### config.mk
export PLATFORM = sky130hd
export DESIGN_NAME = format_spec_parser_flat
export DESIGN_NICKNAME = d
export VERILOG_FILES = /design/src/rtl/fsp_pkg.sv /design/src/rtl/fsp_in_if.sv /design/src/rtl/fsp_out_if.sv /design/src/rtl/fsp_feed.sv /design/src/rtl/fsp_core.sv /design/src/rtl/fsp_obuf.sv /design/src/rtl/format_spec_parser.sv /design/src/flat_wrapper.sv
export SDC_FILE = /design/constraint.sdc
export NUM_CORES = 1
export LEC_CHECK = 0
export BUFFER_PORTS_ARGS = -buffer_cell sky130_fd_sc_hd__buf_2
export CAP_MARGIN = 20
export CORE_MARGIN = 3
export CORE_UTILIZATION = 30
export CTS_CLUSTER_DIAMETER = 40
export DETAILED_ROUTE_END_ITERATION = 6
export PLACE_DENSITY_LB_ADDON = 0.2
export RECOVER_POWER = 50
export SETUP_SLACK_MARGIN = 0.2
export SYNTH_ARGS = -nofsm -noshare
export SYNTH_HDL_FRONTEND = slang
export SYNTH_HIERARCHICAL = 1
export SYNTH_SLANG_ARGS = --single-unit
### constraint.sdc
create_clock -name clk -period 11.2 [get_ports clk]
set_input_delay 0 -clock clk [delete_from_list [all_inputs] [get_ports clk]]
set_output_delay 0 -clock clk [all_outputs]
set_load 0.03 [all_outputs]
### src/rtl/fsp_pkg.sv
// Package: shared types, character codes and type-letter decode for the format spec parser.
`timescale 1ns / 1ps
`default_nettype none
package fsp_pkg;

	typedef enum logic [3:0] {
		PH_SIGN  = 4'd0,
		PH_HASH  = 4'd1,
		PH_ZERO  = 4'd2,
		PH_WIDTH = 4'd3,
		PH_DOT   = 4'd4,
		PH_PREC  = 4'd5,
		PH_LOC   = 4'd6,
		PH_TYPE  = 4'd7,
		PH_DONE  = 4'd8
	} phase_t;

	localparam logic [1:0] ALIGN_NONE   = 2'd0;
	localparam logic [1:0] ALIGN_LEFT   = 2'd1;
	localparam logic [1:0] ALIGN_RIGHT  = 2'd2;
	localparam logic [1:0] ALIGN_CENTER = 2'd3;

	localparam logic [1:0] SIGN_NONE  = 2'd0;
	localparam logic [1:0] SIGN_SPACE = 2'd1;
	localparam logic [1:0] SIGN_PLUS  = 2'd2;
	localparam logic [1:0] SIGN_MINUS = 2'd3;

	localparam logic [7:0] CH_LT     = 8'h3C;
	localparam logic [7:0] CH_GT     = 8'h3E;
	localparam logic [7:0] CH_CARET  = 8'h5E;
	localparam logic [7:0] CH_PLUS   = 8'h2B;
	localparam logic [7:0] CH_MINUS  = 8'h2D;
	localparam logic [7:0] CH_SPACE  = 8'h20;
	localparam logic [7:0] CH_HASH   = 8'h23;
	localparam logic [7:0] CH_ZERO   = 8'h30;
	localparam logic [7:0] CH_NINE   = 8'h39;
	localparam logic [7:0] CH_DOT    = 8'h2E;
	localparam logic [7:0] CH_LOCALE = 8'h4C;

	localparam logic [4:0] TYPE_NONE = 5'd0;

	// Parse status apart from the two numbers, whose width is a top-level parameter.
	typedef struct packed {
		phase_t      phase;
		logic [7:0]  fill_char;
		logic [1:0]  align;
		logic [1:0]  sign_mode;
		logic        alt_form;
		logic        zero_pad;
		logic        width_given;
		logic        prec_given;
		logic        locale_flag;
		logic [4:0]  type_code;
		logic        parse_error;
	} status_t;

	typedef struct packed {
		logic [7:0]  fill_char;
		logic [1:0]  align;
		logic [1:0]  sign_mode;
		logic        alt_form;
		logic        zero_pad;
		logic        width_given;
		logic [15:0] width_value;
		logic        prec_given;
		logic [15:0] prec_value;
		logic        locale_flag;
		logic [4:0]  type_code;
		logic        parse_error;
	} result_t;

	function automatic logic [4:0] type_lookup(input logic [7:0] c);
		logic [4:0] code;
		unique case (c)
			"?": code = 5'd1;
			"b": code = 5'd2;
			"B": code = 5'd3;
			"c": code = 5'd4;
			"d": code = 5'd5;
			"o": code = 5'd6;
			"x": code = 5'd7;
			"X": code = 5'd8;
			"a": code = 5'd9;
			"A": code = 5'd10;
			"e": code = 5'd11;
			"E": code = 5'd12;
			"f": code = 5'd13;
			"F": code = 5'd14;
			"g": code = 5'd15;
			"G": code = 5'd16;
			"p": code = 5'd17;
			"P": code = 5'd18;
			default: code = TYPE_NONE;
		endcase
		return code;
	endfunction

	function automatic logic is_digit(input logic [7:0] c);
		return (c >= CH_ZERO) && (c <= CH_NINE);
	endfunction

endpackage
`default_nettype wire

### src/rtl/fsp_in_if.sv
// Interface: character word channel into the parser.
`timescale 1ns / 1ps
`default_nettype none
interface fsp_in_if;
	logic       valid;
	logic       ready;
	logic [7:0] ch;
	logic       last;

	modport source (output valid, ch, last, input ready);
	modport sink (input valid, ch, last, output ready);
endinterface
`default_nettype wire

### src/rtl/fsp_out_if.sv
// Interface: parsed result word channel out of the parser.
`timescale 1ns / 1ps
`default_nettype none
interface fsp_out_if;
	logic        valid;
	logic        ready;
	logic [7:0]  fill_char;
	logic [1:0]  align;
	logic [1:0]  sign_mode;
	logic        alt_form;
	logic        zero_pad;
	logic        width_given;
	logic [15:0] width_value;
	logic        prec_given;
	logic [15:0] prec_value;
	logic        locale_flag;
	logic [4:0]  type_code;
	logic        parse_error;

	modport source (
		output valid, fill_char, align, sign_mode, alt_form, zero_pad, width_given,
		width_value, prec_given, prec_value, locale_flag, type_code, parse_error,
		input ready
	);
	modport sink (
		input valid, fill_char, align, sign_mode, alt_form, zero_pad, width_given,
		width_value, prec_given, prec_value, locale_flag, type_code, parse_error,
		output ready
	);
endinterface
`default_nettype wire

### src/rtl/fsp_feed.sv
// Combinational step: applies one character to the parse status and numbers.
`timescale 1ns / 1ps
`default_nettype none
module fsp_feed
	import fsp_pkg::*;
#(
	parameter int NUM_MAX_BITS = 16
) (
	input  status_t                  base,
	input  logic [NUM_MAX_BITS-1:0]  base_w,
	input  logic [NUM_MAX_BITS-1:0]  base_p,
	input  logic [7:0]               ch,
	output status_t                  nxt,
	output logic [NUM_MAX_BITS-1:0]  nxt_w,
	output logic [NUM_MAX_BITS-1:0]  nxt_p
);

	localparam int N = NUM_MAX_BITS;

	// v*10 + d, clamped to all ones
	function automatic logic [N-1:0] acc10(input logic [N-1:0] v, input logic [3:0] d);
		logic [N+3:0] s;
		s = ({4'b0, v} << 3) + ({4'b0, v} << 1) + (N+4)'(d);
		return (|s[N+3:N]) ? {N{1'b1}} : s[N-1:0];
	endfunction

	logic       go;
	logic       dig;
	logic [4:0] tcode;

	assign dig   = is_digit(ch);
	assign tcode = type_lookup(ch);

	// Phases fall through in order until one of them consumes the character.
	always_comb begin
		nxt   = base;
		nxt_w = base_w;
		nxt_p = base_p;
		go    = 1'b1;
		if (nxt.phase == PH_SIGN) begin
			nxt.phase = PH_HASH;
			if (ch == CH_SPACE) begin
				nxt.sign_mode = SIGN_SPACE;
				go = 1'b0;
			end else if (ch == CH_PLUS) begin
				nxt.sign_mode = SIGN_PLUS;
				go = 1'b0;
			end else if (ch == CH_MINUS) begin
				nxt.sign_mode = SIGN_MINUS;
				go = 1'b0;
			end
		end
		if (go && nxt.phase == PH_HASH) begin
			nxt.phase = PH_ZERO;
			if (ch == CH_HASH) begin
				nxt.alt_form = 1'b1;
				go = 1'b0;
			end
		end
		if (go && nxt.phase == PH_ZERO) begin
			nxt.phase = PH_WIDTH;
			if (ch == CH_ZERO) begin
				nxt.zero_pad = 1'b1;
				go = 1'b0;
			end
		end
		if (go && nxt.phase == PH_WIDTH) begin
			if (dig) begin
				nxt.width_given = 1'b1;
				nxt_w = acc10(base_w, ch[3:0]);
				go = 1'b0;
			end else begin
				nxt.phase = PH_DOT;
			end
		end
		if (go && nxt.phase == PH_DOT) begin
			if (ch == CH_DOT) begin
				nxt.phase = PH_PREC;
				go = 1'b0;
			end else begin
				nxt.phase = PH_LOC;
			end
		end
		if (go && nxt.phase == PH_PREC) begin
			if (dig) begin
				nxt.prec_given = 1'b1;
				nxt_p = acc10(base_p, ch[3:0]);
				go = 1'b0;
			end else begin
				nxt.phase = PH_LOC;
			end
		end
		if (go && nxt.phase == PH_LOC) begin
			nxt.phase = PH_TYPE;
			if (ch == CH_LOCALE) begin
				nxt.locale_flag = 1'b1;
				go = 1'b0;
			end
		end
		if (go && nxt.phase == PH_TYPE) begin
			nxt.phase = PH_DONE;
			if (tcode != TYPE_NONE) begin
				nxt.type_code = tcode;
			end else begin
				nxt.parse_error = 1'b1;
			end
		end
	end

endmodule
`default_nettype wire

### src/rtl/fsp_core.sv
// Parse state registers: held first character, lookahead for fill/align, result build.
`timescale 1ns / 1ps
`default_nettype none
module fsp_core
	import fsp_pkg::*;
#(
	parameter int NUM_MAX_BITS = 16
) (
	input  logic    clk,
	input  logic    arst_n,
	input  logic    acc,
	input  logic [7:0] ch,
	input  logic    last,
	output logic    push,
	output result_t res
);

	localparam int N  = NUM_MAX_BITS;
	localparam int EW = (N > 16) ? N : 16;

	status_t         st_q;
	logic [N-1:0]    w_q;
	logic [N-1:0]    p_q;
	logic [7:0]      held_q;
	logic            pending_q;
	logic            started_q;

	status_t         base;
	logic [N-1:0]    base_w;
	logic [N-1:0]    base_p;
	status_t         fed;
	logic [N-1:0]    fed_w;
	logic [N-1:0]    fed_p;
	status_t         nxt;
	logic [N-1:0]    nxt_w;
	logic [N-1:0]    nxt_p;
	logic            is_align;
	logic [EW-1:0]   w_ext;
	logic [EW-1:0]   p_ext;

	// Before the first character the step starts from the cleared status. The first
	// character is fed speculatively; if the second one is an alignment mark that is
	// thrown away and the first becomes the fill.
	assign base   = started_q ? st_q : status_t'('0);
	assign base_w = started_q ? w_q : '0;
	assign base_p = started_q ? p_q : '0;

	fsp_feed #(.NUM_MAX_BITS(N)) u_feed (
		.base   (base),
		.base_w (base_w),
		.base_p (base_p),
		.ch     (ch),
		.nxt    (fed),
		.nxt_w  (fed_w),
		.nxt_p  (fed_p)
	);

	assign is_align = (ch == CH_LT) || (ch == CH_GT) || (ch == CH_CARET);

	always_comb begin
		nxt   = fed;
		nxt_w = fed_w;
		nxt_p = fed_p;
		if (pending_q && is_align) begin
			nxt           = status_t'('0);
			nxt.fill_char = held_q;
			if (ch == CH_LT) begin
				nxt.align = ALIGN_LEFT;
			end else if (ch == CH_GT) begin
				nxt.align = ALIGN_RIGHT;
			end else begin
				nxt.align = ALIGN_CENTER;
			end
			nxt_w = '0;
			nxt_p = '0;
		end
	end

	assign push  = acc && last;
	assign w_ext = EW'(nxt_w);
	assign p_ext = EW'(nxt_p);

	always_comb begin
		res.fill_char   = nxt.fill_char;
		res.align       = nxt.align;
		res.sign_mode   = nxt.sign_mode;
		res.alt_form    = nxt.alt_form;
		res.zero_pad    = nxt.zero_pad;
		res.width_given = nxt.width_given;
		res.width_value = w_ext[15:0];
		res.prec_given  = nxt.prec_given;
		res.prec_value  = p_ext[15:0];
		res.locale_flag = nxt.locale_flag;
		res.type_code   = nxt.type_code;
		res.parse_error = nxt.parse_error;
	end

	always_ff @(posedge clk or negedge arst_n) begin
		if (!arst_n) begin
			st_q      <= status_t'('0);
			w_q       <= '0;
			p_q       <= '0;
			held_q    <= '0;
			pending_q <= 1'b0;
			started_q <= 1'b0;
		end else if (acc) begin
			if (last) begin
				st_q      <= status_t'('0);
				w_q       <= '0;
				p_q       <= '0;
				pending_q <= 1'b0;
				started_q <= 1'b0;
			end else begin
				st_q      <= nxt;
				w_q       <= nxt_w;
				p_q       <= nxt_p;
				pending_q <= !started_q;
				started_q <= 1'b1;
				if (!started_q) begin
					held_q <= ch;
				end
			end
		end
	end

	a_pending_started: assert property (@(posedge clk) disable iff (!arst_n)
		pending_q |-> started_q)
		else $error("held first character without a started spec");

	a_last_clears: assert property (@(posedge clk) disable iff (!arst_n)
		(acc && last) |=> (!started_q && !pending_q))
		else $error("parse state not cleared after final character");

	a_spec_advanced: assert property (@(posedge clk) disable iff (!arst_n)
		pending_q |-> (st_q.phase != PH_SIGN))
		else $error("speculative first-character step did not advance phase");

endmodule
`default_nettype wire

### src/rtl/fsp_obuf.sv
// Two-entry result queue between the parse step and the output channel.
`timescale 1ns / 1ps
`default_nettype none
module fsp_obuf
	import fsp_pkg::*;
(
	input  logic    clk,
	input  logic    arst_n,
	input  logic    push,
	input  result_t din,
	output logic    can_take,
	output logic    dout_valid,
	input  logic    dout_ready,
	output result_t dout
);

	result_t e0_q;
	result_t e1_q;
	logic    v0_q;
	logic    v1_q;
	logic    pop;

	assign pop        = v0_q && dout_ready;
	assign can_take   = !v1_q;
	assign dout_valid = v0_q;
	assign dout       = e0_q;

	always_ff @(posedge clk or negedge arst_n) begin
		if (!arst_n) begin
			v0_q <= 1'b0;
			v1_q <= 1'b0;
		end else begin
			if (pop) begin
				if (v1_q) begin
					v1_q <= 1'b0;
				end else begin
					v0_q <= push;
				end
			end else if (push) begin
				if (v0_q) begin
					v1_q <= 1'b1;
				end else begin
					v0_q <= 1'b1;
				end
			end
		end
	end

	always_ff @(posedge clk) begin
		if (pop) begin
			if (v1_q) begin
				e0_q <= e1_q;
			end else if (push) begin
				e0_q <= din;
			end
		end else if (push) begin
			if (v0_q) begin
				e1_q <= din;
			end else begin
				e0_q <= din;
			end
		end
	end

	a_order: assert property (@(posedge clk) disable iff (!arst_n)
		v1_q |-> v0_q)
		else $error("second queue entry valid while head empty");

	a_no_overflow: assert property (@(posedge clk) disable iff (!arst_n)
		push |-> !v1_q)
		else $error("result pushed into full queue");

endmodule
`default_nettype wire

### src/rtl/format_spec_parser.sv
// Top level: format spec parser, one character word per ready cycle, one result per spec.
// The parser takes a format specification one character word at a time on "spec",
// the word with last=1 ending it, and returns one result word on "result" holding
// fill/alignment, sign mode, alternate form, zero pad, width, precision, locale flag
// and type code (parse_error set and type_code 0 for an unknown type letter).
// A character is accepted every cycle while "spec.ready" is high; each one goes
// through a single short decode step between the state registers and the result
// queue; the final character's result is written into the queue and goes out on
// "result" behind any results already waiting. Results wait in a two-entry queue,
// so input keeps flowing with one result pending; ready drops only when two results
// are unclaimed. Width and precision saturate at 2^NUM_MAX_BITS-1 and are reported
// as their low 16 bits. Characters after the type letter are ignored until the final one.
`timescale 1ns / 1ps
`default_nettype none
module format_spec_parser
	import fsp_pkg::*;
#(
	parameter int NUM_MAX_BITS = 16
) (
	input  logic          clk,
	input  logic          arst_n,
	fsp_in_if.sink        spec,
	fsp_out_if.source     result
);

	logic    acc;
	logic    push;
	logic    can_take;
	result_t res;
	result_t res_out;

	// word accepted on the input side
	assign spec.ready = can_take;
	assign acc        = spec.valid && can_take;

	fsp_core #(.NUM_MAX_BITS(NUM_MAX_BITS)) u_core (
		.clk    (clk),
		.arst_n (arst_n),
		.acc    (acc),
		.ch     (spec.ch),
		.last   (spec.last),
		.push   (push),
		.res    (res)
	);

	fsp_obuf u_obuf (
		.clk        (clk),
		.arst_n     (arst_n),
		.push       (push),
		.din        (res),
		.can_take   (can_take),
		.dout_valid (result.valid),
		.dout_ready (result.ready),
		.dout       (res_out)
	);

	assign result.fill_char   = res_out.fill_char;
	assign result.align       = res_out.align;
	assign result.sign_mode   = res_out.sign_mode;
	assign result.alt_form    = res_out.alt_form;
	assign result.zero_pad    = res_out.zero_pad;
	assign result.width_given = res_out.width_given;
	assign result.width_value = res_out.width_value;
	assign result.prec_given  = res_out.prec_given;
	assign result.prec_value  = res_out.prec_value;
	assign result.locale_flag = res_out.locale_flag;
	assign result.type_code   = res_out.type_code;
	assign result.parse_error = res_out.parse_error;

endmodule
`default_nettype wire

### src/flat_wrapper.sv
// flat-port wrapper written by rule: the top's interface ports become plain ports
module format_spec_parser_flat import fsp_pkg::*;
#(
	parameter int NUM_MAX_BITS = 16
)
  (clk, arst_n, spec_valid, spec_ch, spec_last, spec_ready, result_valid, result_fill_char, result_align, result_sign_mode, result_alt_form, result_zero_pad, result_width_given, result_width_value, result_prec_given, result_prec_value, result_locale_flag, result_type_code, result_parse_error, result_ready);
  fsp_in_if spec_i ();
  fsp_out_if result_i ();
  input  logic clk;
  input  logic arst_n;
  input wire logic [$bits(spec_i.valid)-1:0] spec_valid;
  input wire logic [$bits(spec_i.ch)-1:0] spec_ch;
  input wire logic [$bits(spec_i.last)-1:0] spec_last;
  output wire logic [$bits(spec_i.ready)-1:0] spec_ready;
  output wire logic [$bits(result_i.valid)-1:0] result_valid;
  output wire logic [$bits(result_i.fill_char)-1:0] result_fill_char;
  output wire logic [$bits(result_i.align)-1:0] result_align;
  output wire logic [$bits(result_i.sign_mode)-1:0] result_sign_mode;
  output wire logic [$bits(result_i.alt_form)-1:0] result_alt_form;
  output wire logic [$bits(result_i.zero_pad)-1:0] result_zero_pad;
  output wire logic [$bits(result_i.width_given)-1:0] result_width_given;
  output wire logic [$bits(result_i.width_value)-1:0] result_width_value;
  output wire logic [$bits(result_i.prec_given)-1:0] result_prec_given;
  output wire logic [$bits(result_i.prec_value)-1:0] result_prec_value;
  output wire logic [$bits(result_i.locale_flag)-1:0] result_locale_flag;
  output wire logic [$bits(result_i.type_code)-1:0] result_type_code;
  output wire logic [$bits(result_i.parse_error)-1:0] result_parse_error;
  input wire logic [$bits(result_i.ready)-1:0] result_ready;
  assign spec_i.valid = spec_valid;
  assign spec_i.ch = spec_ch;
  assign spec_i.last = spec_last;
  assign spec_ready = spec_i.ready;
  assign result_valid = result_i.valid;
  assign result_fill_char = result_i.fill_char;
  assign result_align = result_i.align;
  assign result_sign_mode = result_i.sign_mode;
  assign result_alt_form = result_i.alt_form;
  assign result_zero_pad = result_i.zero_pad;
  assign result_width_given = result_i.width_given;
  assign result_width_value = result_i.width_value;
  assign result_prec_given = result_i.prec_given;
  assign result_prec_value = result_i.prec_value;
  assign result_locale_flag = result_i.locale_flag;
  assign result_type_code = result_i.type_code;
  assign result_parse_error = result_i.parse_error;
  assign result_i.ready = result_ready;
  format_spec_parser #(.NUM_MAX_BITS(NUM_MAX_BITS)) u_core (.clk(clk), .arst_n(arst_n), .spec(spec_i), .result(result_i));
endmodule
## Word-level counts from Yosys, hierarchy flattened

Cells that the tools add are included.

| operators by class | value |
|---|---|
| add/subtract/negate cells | 4 |
| multipliers | 0 |
| div/mod/pow operators | 0 |
| order comparisons | 2 |
| equal/unequal tests | 37 |
| shift-type cells | 0 |
| mux-type cells | 75 |
| bitwise logic cells | 3 |
| reduce and logical (&&, ||, !) cells | 28 |

Operators with widths:

| operator | number |
|---|---|
| 2-to-1 mux 55 bit | 5 |
| 2-to-1 mux 16 bit | 12 |
| equality test 8 x 7 -> 1 bit (second input constant) | 19 |
| case mux 5 bit (18 select lines) | 1 |
| 2-to-1 mux 27 bit | 3 |
| equality test 8 x 6 -> 1 bit (second input constant) | 9 |
| adder 19 x 17 -> 20 bit | 2 |
| adder 20 x 4 -> 20 bit | 2 |
| 2-to-1 mux 4 bit | 10 |
| 2-to-1 mux 1 bit | 36 |
| equality test 4 x 3 -> 1 bit (second input constant) | 4 |
| logical AND 1 bit | 12 |
| 2-to-1 mux 2 bit | 6 |
| AND reduction 3 bit | 3 |
| equality test 4 x 2 -> 1 bit (second input constant) | 2 |
| greater-or-equal comparator 8 x 6 -> 1 bit (second input constant) | 1 |
| <= comparator 8 x 6 -> 1 bit (second input constant) | 1 |
| OR reduction 4 bit | 2 |
| 2-to-1 mux 6 bit | 1 |
| nonzero test 2 bit | 3 |
| 2-to-1 mux 5 bit | 1 |
| nonzero test 5 bit | 1 |
| equality test 4 x 1 -> 1 bit (second input constant) | 1 |
| logical NOT 4 bit | 1 |
| 6 further kinds | 11 |

| storage, ports and cells | value |
|---|---|
| flip-flop bits (word level) | 181 |
| bits in latches | 0 |
| bits in writable memories | 0 |
| bits in read-only memories | 0 |
| input port bits | 13 |
| output and inout bits | 57 |
| word-level logic and storage cells | 191 |
| memories kept | 0 |

## Logic depth before layout (Yosys ltp)

Gate-level depths: netlist of run 1.

| logic depth | value |
|---|---|
| word-level depth | 29 |
| depth in mapped cells | 15 |
| gate-level depth less buffers | 13 |

## Cells and area by module

Netlist of run 1, hierarchy kept.

Modules (own cells, without submodules):

| module | instances | cells each | area each (um^2) | seq. area each (um^2) |
|---|---|---|---|---|
| fsp_obuf | 1 | 183 | 4286.6 | 3353.2 |
| fsp_core | 1 | 301 | 3364.5 | 1726.7 |
| fsp_feed | 1 | 431 | 3208.1 | 0.0 |
| format_spec_parser | 1 | 1 | 6.3 | 0.0 |

## Worst setup path after synthesis of run 1

OpenSTA, ideal clock, no wires.

| timing | value |
|---|---|
| kind | register -> register |
| start point | register u_core.u_obuf.v1_q |
| end point | register u_core.u_obuf.e0_q (netlist bit u_core/u_obuf/dout[0]), enable pin |
| arrival time | 3.842 ns |
| path slack | 6.872 ns |
| cell stages (with the launch flop) | 6 |
| path buffers | 0 |
| period minus slack after synthesis | 4.328 ns |
| cell sequence | dfrtp_1 > inv_1 > and2_1 > and2_1 > a21oi_1 > a21oi_1 |

| on the way | value |
|---|---|
| longest elaborated chain between the ends | 5 |

RTL lines:

| item | line | text |
|---|---|---|
| start: declaration | fsp_obuf.sv:20 | `logic v1_q;` |
| start signal: assignment | fsp_obuf.sv:31 | `v1_q <= 1'b0;` |
| start signal: assignment | fsp_obuf.sv:35 | `v1_q <= 1'b0;` |
| start signal: assignment | fsp_obuf.sv:41 | `v1_q <= 1'b1;` |
| logical NOT 1 bit * | fsp_obuf.sv:24 | `assign can_take = !v1_q;` |
| net spec_ready | flat_wrapper.sv:14 | `output wire logic [$bits(spec_i.ready)-1:0] spec_ready;` |
| logical AND 1 bit * | format_spec_parser.sv:34 | `assign acc = spec.valid && can_take;` |
| net u_core.acc | format_spec_parser.sv:26 | `logic acc;` |
| logical AND 1 bit * | fsp_core.sv:79 | `assign push = acc && last;` |
| net u_core.push | format_spec_parser.sv:27 | `logic push;` |
| nonzero test 2 bit (no line) | - |  |
| AND reduction 3 bit (no line) * | - |  |
| end signal: assignment | fsp_obuf.sv:52 | `e0_q <= e1_q;` |
| end signal: assignment | fsp_obuf.sv:54 | `e0_q <= din;` |
| end signal: assignment | fsp_obuf.sv:60 | `e0_q <= din;` |
| end: declaration | fsp_obuf.sv:17 | `result_t e0_q;` |

Mark *: on every way through the listed nets, which the timed path passes. The rest lies on a longest branch.
A chain may end at the register's enable or synchronous reset.

==> flow_summary.ini, run 1 <==
[synthesis]
synth.cell_area_um2 = 10900
yosys_warnings = 6
ys_top_cells_by_area = edfxtp_1, dfrtp_1, ha_1
synth_top_area_cell = edfxtp_1
synth_edf_count = 110
yosysUniqueCellTypes = 81
ys_seq_area_share_pct = 46.8
ys_ff_latch = 181
synth_cells = 916
async_reset_ff_share_pct = 39.2
yosys.area.top_type_share_pct = 30.4
synthFlopType = edfxtp_1
synth_nets = 995
avgSynthCellArea_um2 = 11.9

[floorplanning]
fp.dieW_um = 196
io_pins = 70
coreArea_um2 = 35700
rows = 69
dieHeight_um = 196
die_area_um2 = 38500
initial_utilization_pct = 30.5

[global_routing]
grt_pass1_wl_um = 41800
antenna_found_initial = 0
grt_start_max_net_pins = 72
grt_overflow = 0
grt_pass1_vias = 7551
track_usage_pct = 13.4

[routing]
wl_per_cell_um = 17.7
first_iter_violations = 369
vias = 7306
drcViolationCount = 0
drt_first_pass_iters = 5
routed_via_density = 5.07
drt_wl_total_um = 25600
ant_nets = 0

[clocking]
cts_buffers = 17
cts_tree = built
cts_htree_levels = 4
clock_sinks = 181
clockBufferDepth = 2
cts_setup_buffers = 0
cts_root_buf = clkbuf_16
ctsResizeCount = 0
worst_skew_pair.late_latency_ns = 0.43
clk_pin_slew_ns = 0.07

[sta]
clock.fmax_mhz = 198
setup_tns_ns = 0
drv_slew = 241
final-hold-violation-count = 0
fin_crit_sh_pct = 45.0
grt_setup_unrepaired = false
worstMarginPinSlew_ns = 4.63
finalSetupViolCount = 0
maxSlewHeadroom_pct = -208
finalCriticalPeriod_ns = 5.05
clock_skew_ns = 0.0153
holdWs_ns = 0.0375

[hold_path]
hold_path_class = primary input to flip-flop

[setup_path]
critPathKind = flip-flop to flip-flop
crit_chain = buf_4 -> and2_1 -> fa_1 -> ha_1 -> a211o_1 -> a2111oi_4 -> o211ai_2 -> o311a_4 -> nor3_4 -> o21ai_4 -> o22a_2 -> nor2b_1 -> mux2_4
crit_fanout = 37
critPathMaxStageDelay_ns = 0.77
cp-start-kind = flip-flop
setup.worst_path.end_class = flip-flop
timing.critical_path.required_ns = 11.38
crit_slowest_cell = dfrtp_1
worstPathArrival_ns = 5.22

[place]
place_area_um2 = 11600
post-dp-hpwl_um = 16000
place.gp.congestion = 0.843
portBuffers = 69

[run]
cap_violations = 5

[layout]
final_nets = 1047
syn_to_final_growth_pct = 11.2
fin_area_um2 = 12100
drive_gt1_share_pct = 14.5
diodes = 0
fillers = 3593

[power_and_ir_drop]
power.leakage_nw = 5.20
peakVddDrop_uv = 83.9
cellPowerDensity_nw_per_um2 = 156
power.total_w = 0.00189

[run_status]
status = finished, violations left
violations = capacitance limit, slew limit
-- routing by layer --
metal | up-vias | GRT usage [%] | wire, um
li1 | 3525 | - | -
met1 | 3651 | 18.6 | 12500
met2 | 117 | 22.1 | 12100
met3 | 13 | 2.23 | 755
met4 | 0 | 3.20 | 212
met5 | - | 0 | 0
-- power breakdown --
group	leakage [nW]	internal [W]	total, W	switching [W]
sequential	2.01	0.000815	0.000860	0.0000456
clock	0.274	0.000316	0.000594	0.000277
combinational	2.92	0.000136	0.000434	0.000298
-- final cells by class --
| type | instances | area (um2) | share of cell area [%] |
|---|---|---|---|
| multi-input cells | 662 | 5400 | 44.7 |
| flip-flops and latches | 181 | 5080 | 42.0 |
| well taps | 461 | 577 | 4.77 |
| clock buffers | 19 | 443 | 3.66 |
| repair buffers | 85 | 387 | 3.20 |
| clock inverters | 13 | 124 | 1.02 |
| inverters | 21 | 78.8 | 0.652 |
-- metrics by stage --
step                std cells  utilization [%]  worst slack (ns)
global placement         1404             32.4              6.30
detailed placement       1404             32.4              6.21
finish                   1442             33.9              6.15
global route             1442             33.9              5.72
floorplan                 916                -              6.87
CTS                      1441             34.1              6.18
-- synth_stat cells (4+ instances only) --
cell,n
o22a_1,16
mux2_4,50
nand2_1,28
clkbuf_1,21
or2_2,6
dfrtp_1,71
nand2b_1,10
a21oi_1,47
o21bai_1,5
buf_4,10
nor2_1,56
nand3_1,6
o22a_2,6
inv_1,21
mux2_2,20
a21o_1,9
and2_1,61
a31oi_1,8
a211oi_1,4
o21a_1,6
nor3_1,12
buf_2,10
o21ai_0,17
edfxtp_1,110
o211ai_1,5
nor4_1,6
a22o_1,62
ha_1,62
xnor2_1,14
o22ai_1,9
xor2_1,9
nor2b_1,52
fa_1,4
nand4b_1,4
buf_6,9
nand4_1,4
or3_1,6
-- timing repair --
action	CTS	global route
hold buffers	5	0
endpoints found under the hold margin	76	0
setup endpoints to repair	0	0
-- state kept, by name (all words and copies together) (netlist names) --
name	flops
u_core/u_obuf/v1_q	1
u_core/u_obuf/e1_q	55
u_core/u_obuf/dout_valid	1
u_core/u_core/pending_q	1
u_core/u_core/p_q	16
u_core/u_core/held_q	8
u_core/u_core/st_q	27
u_core/u_core/w_q	16
u_core/u_core/started_q	1
u_core/u_obuf/dout	55
-- logic make-up (layout without fill, tap and decap cells) --
| family | after synthesis | count (layout) | synth area share [%] |
|---|---|---|---|
| flip-flops | 181 | 181 | 46.8 |
| multiplexers | 74 | 74 | 9.36 |
| buffers and inverters | 73 | 138 | 3.70 |
| adder cells (fa/ha/maj) | 66 | 66 | 7.88 |
| AO/OA/AOI/OAI | 221 | 221 | 15.6 |
| AND/OR/NAND/NOR | 278 | 278 | 14.9 |
| XOR/XNOR | 23 | 23 | 1.85 |
-- final timing paths --
kind / start / to / slack (ns) / depth (start not counted)
max: u_core/u_core/started_q$_DFFE_PN0P_ / u_core/u_obuf/dout[24]$_DFFE_PP_ / 6.15 / 13
min: spec_ch[4] / u_core/u_core/held_q[4]$_DFFE_PN0P_ / 0.04 / 2
min reg2reg: u_core/u_core/pending_q$_DFFE_PN0P_ / u_core/u_core/pending_q$_DFFE_PN0P_ / 0.48 / 1
max in group asynchronous: arst_n / u_core/u_core/p_q[15]$_DFFE_PN0P_ / 7.44 / 4
min in group asynchronous: arst_n / u_core/u_obuf/dout_valid$_DFFE_PN0P_ / 0.78 / 3
max reg2reg: u_core/u_core/started_q$_DFFE_PN0P_ / u_core/u_obuf/dout[24]$_DFFE_PP_ / 6.15 / 13
-- cell usage in the layout, fill, tap and decap left out, drive strengths merged, types with 8 or more instances in the layout --
cell / n
a31oi: 8
nand2b: 10
edfxtp: 110
and2: 61
xnor2: 14
o21ai: 18
nor2: 57
a21o: 9
clkbuf: 82
nor3: 15
o22ai: 9
buf: 17
a21oi: 47
o22a: 22
nor2b: 52
dfrtp: 71
ha: 62
a22o: 62
inv: 24
clkinv: 8
mux2: 71
xor2: 9
nand2: 28
-- critical path, delay by kind of cell (launching register included) --
kind            cells  cell delay [ns]
compound gates      6             1.78
fa+ha+maj           2             0.79
mux                 1             0.40
simple gates        3             0.60
flops               1             0.77
buf+inv             1             0.45
Power figures use the tool's default switching activity.
==> run 2: changes to the inputs <==
ABC_AREA = 1   (was unset)
clock period = 4.1 ns   (was 11.2 ns; I/O delays follow)
==> flow_summary.ini, run 2 <==
[run_status]
status = finished, violations left
violations = hold timing, capacitance limit, slew limit

[global_routing]
track_usage_pct = 15.3
grt_start_max_net_pins = 61
antenna_found_initial = 0
grt_pass1_wl_um = 51300
grt_overflow = 0
grt_pass1_vias = 9364

[synthesis]
synth.cell_area_um2 = 11700
synthAdderAreaFrac_pct = 7.31
synth_top_area_cell = edfxtp_1
yosys_warnings = 6
yosysUniqueCellTypes = 48
synth_nets = 1580
synth_top_family_by_area = simple AND/OR/NAND/NOR gates
avgSynthCellArea_um2 = 7.79
synthFlopType = edfxtp_1
synth_compound_area_share_pct = 5.53
synth-simple-area-share_pct = 31.3
ys_top_cells_by_area = edfxtp_1, dfrtp_1, nand2_1
ys_ff_latch = 181
synth_cells = 1501
yosys.area.top_type_share_pct = 28.2
muxShareOfSynthArea_pct = 0
yosysMostFrequentCell = nand2_1
synth_edf_count = 110
ys_seq_area_share_pct = 43.4
ys_top_cells_by_count = nand2_1, inv_1, nor2_1
async_reset_ff_share_pct = 39.2
yosys.area_share.xor_xnor_pct = 2.10

[place]
place.gp.congestion = 0.815
post-dp-hpwl_um = 21900
portBuffers = 69

[routing]
ant_nets = 0
routed_via_density = 4.63
wl_met2_um = 14500
drcViolationCount = 0
drt_wl_total_um = 32400
vias = 9663
first_iter_violations = 602
routed-wl-met3_um = 1050
top_layer = met4
drt_first_pass_iters = 5
wl_per_cell_um = 15.5
wl_met1_um = 16500

[clocking]
cts_buffers = 17
clk_pin_slew_ns = 0.07
cts_tree = built
clockBufferDepth = 2
clock_sinks = 181
cts_htree_levels = 4
cts_root_buf = clkbuf_16
worst_skew_pair.late_latency_ns = 0.44

[power_and_ir_drop]
power.leakage_nw = 6.74
peakVddDrop_uv = 279
cellPowerDensity_nw_per_um2 = 480

[sta]
final-hold-violation-count = 1
maxSlewHeadroom_pct = -4.73
drv_slew = 61
worstMarginPinSlew_ns = 1.57
clock_skew_ns = 0.0115
finalCriticalPeriod_ns = 3.70
grt_setup_unrepaired = true
holdWs_ns = -0.00662
setup_tns_ns = 0
clock.fmax_mhz = 270
finalSetupViolCount = 0
fin_crit_sh_pct = 90.2

[setup_path]
critPathMaxStageDelay_ns = 0.52
setup.worst_path.end_class = flip-flop
timing.critical_path.required_ns = 4.40
crit_fanout = 7
cp.buffers_inverters = 4
worst_path_dominant_cell_family = simple AND/OR/NAND/NOR gates
critPathKind = flip-flop to flip-flop
crit_slowest_cell = fa_1
worstPathArrival_ns = 4.00
crit_chain = nand2_1 -> inv_1 -> fa_1 -> fa_2 -> nand3_1 -> nand2_2 -> nand2_1 -> nand2_2 -> nand2_1 -> nand2_2 -> nand2_2 -> nand2_2 -> nand2_1 -> nand2_1 -> a31oi_1 -> xor2_1 -> nor2_2 -> buf_4 -> buf_6 -> a31oi_4 -> inv_1 -> nor2_2 -> nand2_1 -> nand2_2
cp-start-kind = flip-flop

[layout]
final_cell_mix = nand2_1, inv_1, nor2_1
seqCellArea_um2 = 5080
syn_to_final_growth_pct = 14.6
diodes = 0
drive_gt1_share_pct = 12.1
final_common_cell = nand2_1
final_nets = 1640
fillers = 4068
multiInputGateArea_um2 = 5620

[floorplanning]
fp.dieW_um = 203
dieHeight_um = 203
initial_utilization_pct = 30.8
rows = 71
coreArea_um2 = 38000
die_area_um2 = 41400
io_pins = 70

[hold_path]
hold_path_class = primary input to flip-flop

[run]
cap_violations = 1
-- run 2: per-stage QoR --
step	setup WS [ns]	instance area, um2	power, W	instances	utilization [%]
final	0.400	13400	0.00643	2085	35.3
after global placement	0.224	12500	0.00471	2030	32.8
after detailed placement	0.141	12500	0.00471	2030	32.8
after floorplan	0.291	11700	0.00407	1501	-
after CTS	0.244	13200	0.00639	2071	34.7
after global routing	0.152	13400	0.00683	2085	35.3
-- run 2: layer usage --
layer / up-vias / GRT usage [%]
met5: - / 0
met1: 4533 / 22.6
met2: 158 / 24.0
met3: 19 / 1.93
li1: 4953 / -
met4: 0 / 3.29
-- run 2: worst reg2reg max path, delay by kind of cell, from the launching register on --
kind,cells,cell delay (ns)
simple gates,15,1.13
fa+ha+maj,2,0.93
flops,1,0.46
buf+inv,4,0.44
compound gates,2,0.40
xor+xnor,1,0.20
-- run 2: area by class of cell --
type                            instances  area share [%]
Multi-Input combinational cell       1041            41.9
Sequential cell                       181            37.9
Inverter                              208            5.82
Timing Repair Buffer                  112            5.11
Tap cell                              511            4.77
Clock buffer                           21            3.84
Clock inverter                         11           0.597
-- run 2: kinds of logic (layout without fill, tap and decap cells) --
group           count (synthesis)  after routing
flops                         181            181
buf+inv                       281            352
fa+ha+maj                      66             66
simple gates                  837            839
compound gates                108            108
xor+xnor                       28             28
-- run 2: final timing paths --
check	start	endpoint	slack [ns]	cells past startpoint
worst max-delay path	u_core/u_core/started_q$_DFFE_PN0P_	u_core/u_obuf/dout[25]$_DFFE_PP_	0.40	24
worst min register to register	u_core/u_core/p_q[15]$_DFFE_PN0P_	u_core/u_core/p_q[15]$_DFFE_PN0P_	0.48	2
worst min-delay path	spec_last	u_core/u_core/started_q$_DFFE_PN0P_	-0.007	4
max in group asynchronous	arst_n	u_core/u_core/started_q$_DFFE_PN0P_	2.16	3
min in group asynchronous	arst_n	u_core/u_core/p_q[15]$_DFFE_PN0P_	0.15	2
worst max register to register	u_core/u_core/started_q$_DFFE_PN0P_	u_core/u_obuf/dout[25]$_DFFE_PP_	0.40	24
-- run 2: repair_timing --
action	CTS	global route
gates cloned	0	4
pin swaps	0	17
hold buffers	9	0
setup endpoints to repair	12	83
buffers inserted	0	10
endpoints found under the hold margin	59	0
resized for setup	1	68
-- run 2: power breakdown --
| part | total (W) | switching (W) | internal, W | leakage (nW) |
|---|---|---|---|---|
| logic | 0.00227 | 0.00165 | 0.000619 | 4.44 |
| registers | 0.00250 | 0.000183 | 0.00232 | 2.00 |
| clock network | 0.00167 | 0.000755 | 0.000911 | 0.301 |
==> run 3: changes to the inputs <==
--- a/config.mk
+++ b/config.mk
@@ -18,4 +18,3 @@
 export SYNTH_ARGS = -nofsm -noshare
 export SYNTH_HDL_FRONTEND = slang
-export SYNTH_HIERARCHICAL = 1
 export SYNTH_SLANG_ARGS = --single-unit
==> constraint.sdc (replaced) <==
create_clock -name clk -period 4.1 [get_ports clk]
set_input_delay 0 -clock clk [delete_from_list [all_inputs] [get_ports clk]]
set_output_delay 0 -clock clk [all_outputs]
set_load 0.005 [all_outputs]
==> flow_summary.ini, run 3 <==
[routing]
routed_via_density = 4.65
drt_first_pass_iters = 4
wl_per_cell_um = 15.3
ant_nets = 0
drt_wl_total_um = 26700
drcViolationCount = 0
vias = 8105
first_iter_violations = 489

[power_and_ir_drop]
peakVddDrop_uv = 286
cellPowerDensity_nw_per_um2 = 307
power.leakage_nw = 5.70

[sta]
fin_crit_sh_pct = 88.4
clock_skew_ns = 0.0114
drv_slew = 101
maxSlewHeadroom_pct = -19.1
clock.fmax_mhz = 276
setup_tns_ns = 0
worstMarginPinSlew_ns = 1.79
final-hold-violation-count = 0
finalCriticalPeriod_ns = 3.62
finalSetupViolCount = 0
grt_setup_unrepaired = true

[setup_path]
worstPathArrival_ns = 3.82
critPathKind = flip-flop to flip-flop
timing.critical_path.required_ns = 4.29
crit_slowest_cell = fa_1
crit_chain = nand2_1 -> inv_1 -> fa_1 -> fa_1 -> a21oi_1 -> o21ai_1 -> a21boi_2 -> o21ai_2 -> nand3_1 -> nand2_1 -> xor2_1 -> nor2_1 -> nand3_1 -> buf_6 -> o22ai_4 -> nor2_1 -> mux2_2
cp-start-kind = flip-flop
setup.worst_path.end_class = flip-flop
critPathMaxStageDelay_ns = 0.51
crit_fanout = 16

[floorplanning]
initial_utilization_pct = 30.5
dieHeight_um = 194
rows = 68
io_pins = 70
die_area_um2 = 37500
fp.dieW_um = 194
coreArea_um2 = 34600

[place]
dp_cells = 1700
place_area_um2 = 11400
portBuffers = 69
place.gp.congestion = 0.841
post-dp-hpwl_um = 19400

[layout]
fin_area_um2 = 12100
final_nets = 1353
final-instance-count-excl-fill = 1742
drive_gt1_share_pct = 14.0
syn_to_final_growth_pct = 14.8
final_common_cell = nand2_1
diodes = 0
fillers = 3591
final_cell_mix = nand2_1, inv_1, edfxtp_1

[global_routing]
grt_pass1_wl_um = 43300
grt_start_max_net_pins = 72
antenna_found_initial = 0
track_usage_pct = 14.3
grt_pass1_vias = 7902
grt_overflow = 0

[clocking]
clk_pin_slew_ns = 0.07
cts_root_buf = clkbuf_16
clockBufferDepth = 2
cts_buffers = 17
cts_tree = built
worst_skew_pair.late_latency_ns = 0.44
clock_sinks = 181
cts_htree_levels = 4

[synthesis]
yosysUniqueCellTypes = 58
ys_ff_latch = 181
yosysMostFrequentCell = nand2_1
ys_top_cells_by_area = edfxtp_1, dfrtp_1, nand2_1
yosys_warnings = 0
yosys.area.top_type_share_pct = 31.3
avgSynthCellArea_um2 = 8.78
async_reset_ff_share_pct = 39.2
synthFlopType = edfxtp_1
synth_nets = 1282
ys_top_cells_by_count = nand2_1, inv_1, edfxtp_1
synth_top_area_cell = edfxtp_1
ys_seq_area_share_pct = 48.1
synth_edf_count = 110
synth_cells = 1203
synth.cell_area_um2 = 10600

[run_status]
violations = capacitance limit, slew limit
status = finished, violations left

[hold_path]
hold_path_class = primary input to flip-flop

[run]
cap_violations = 2
run 3: cell count changes in the layout (fill, tap and decap cells not counted), moves of 15 or more:
cell,previous run,this run
nand2_1,433,291
nand4_1,65,5
nand3_1,96,37
inv_1,201,143
o21ai_0,22,80
nor2_1,146,104
a21oi_1,39,70
clkbuf_1,57,29
buf_2,12,39
or2_2,21,2
nor3_1,4,22
buf_4,23,8
run 3: area by class of cell:
cell class	count	area, um2	area share (%)
well taps	455	569	4.70
repair buffers	94	536	4.42
multi-input cells	827	4760	39.2
flip-flops and latches	181	5080	41.9
clock inverters	15	166	1.37
clock buffers	17	425	3.51
inverters	153	589	4.86
run 3: path summary, 6_finish.rpt:
check	from	to	slack (ns)	cells past startpoint
worst max-delay path	u_core.u_core.started_q$_DFFE_PN0P_	u_core.u_obuf.dout[35]$_DFFE_PP_	0.48	17
worst min-delay path	spec_ch[3]	u_core.u_core.held_q[3]$_DFFE_PN0P_	0.02	3
worst max register to register	u_core.u_core.started_q$_DFFE_PN0P_	u_core.u_obuf.dout[35]$_DFFE_PP_	0.48	17
worst min register to register	u_core.u_core.p_q[12]$_DFFE_PN0P_	u_core.u_core.p_q[12]$_DFFE_PN0P_	0.48	2
max in group asynchronous	arst_n	u_core.u_core.started_q$_DFFE_PN0P_	1.43	4
min in group asynchronous	arst_n	u_core.u_core.p_q[13]$_DFFE_PN0P_	0.52	3
run 3: cell families (layout without fill, tap and decap cells):
logic type | after synthesis | after routing | synth area share, %
buffers and inverters | 195 | 279 | 7.61
flip-flops | 181 | 181 | 48.1
multiplexers | 10 | 10 | 1.07
AO/OA/AOI/OAI | 214 | 214 | 11.9
XOR/XNOR | 24 | 24 | 1.99
adder cells (fa/ha/maj) | 66 | 66 | 8.11
AND/OR/NAND/NOR | 513 | 513 | 21.2
run 3: critical path: cells and delay by family (launching register included):
kind / cells / cell delay (ns)
AO/OA/AOI/OAI: 5 / 0.75
flip-flops: 1 / 0.45
XOR/XNOR: 1 / 0.13
AND/OR/NAND/NOR: 6 / 0.50
multiplexers: 1 / 0.30
adder cells (fa/ha/maj): 2 / 0.98
buffers and inverters: 2 / 0.25
run 3: report_power, final:
part / total, W / internal [W] / switching (W)
Clock: 0.00166 / 0.000869 / 0.000791
Combinational: 0.000139 / 0.0000445 / 0.0000943
Sequential: 0.00192 / 0.00192 / 0
run 3: timing repair:
item,CTS,global route
buffers inserted,0,1
hold buffers,7,1
resized for setup,0,24
endpoints found under the hold margin,87,4
endpoints found under the setup margin,0,71
run 3: per-stage QoR:
step	utilization (%)	worst slack, ns	power [W]	hold WS [ns]
3_3_place_gp	32.9	0.309	0.00210	0.235
2_1_floorplan	-	0.224	0.00204	-0.296
6_report	35.0	0.475	0.00372	0.0164
4_1_cts	34.8	0.230	0.00376	0.0125
3_5_place_dp	32.9	0.260	0.00210	0.239
5_1_grt	35.0	0.165	0.00385	0.0239
run 3: per-layer routing:
metal | vias to the layer above | wire, um | GRT usage (%)
li1 | 4148 | - | -
met5 | - | 0 | 0
met2 | 109 | 12900 | 24.2
met1 | 3824 | 12900 | 19.3
met4 | 0 | 344 | 3.75
met3 | 24 | 635 | 1.88
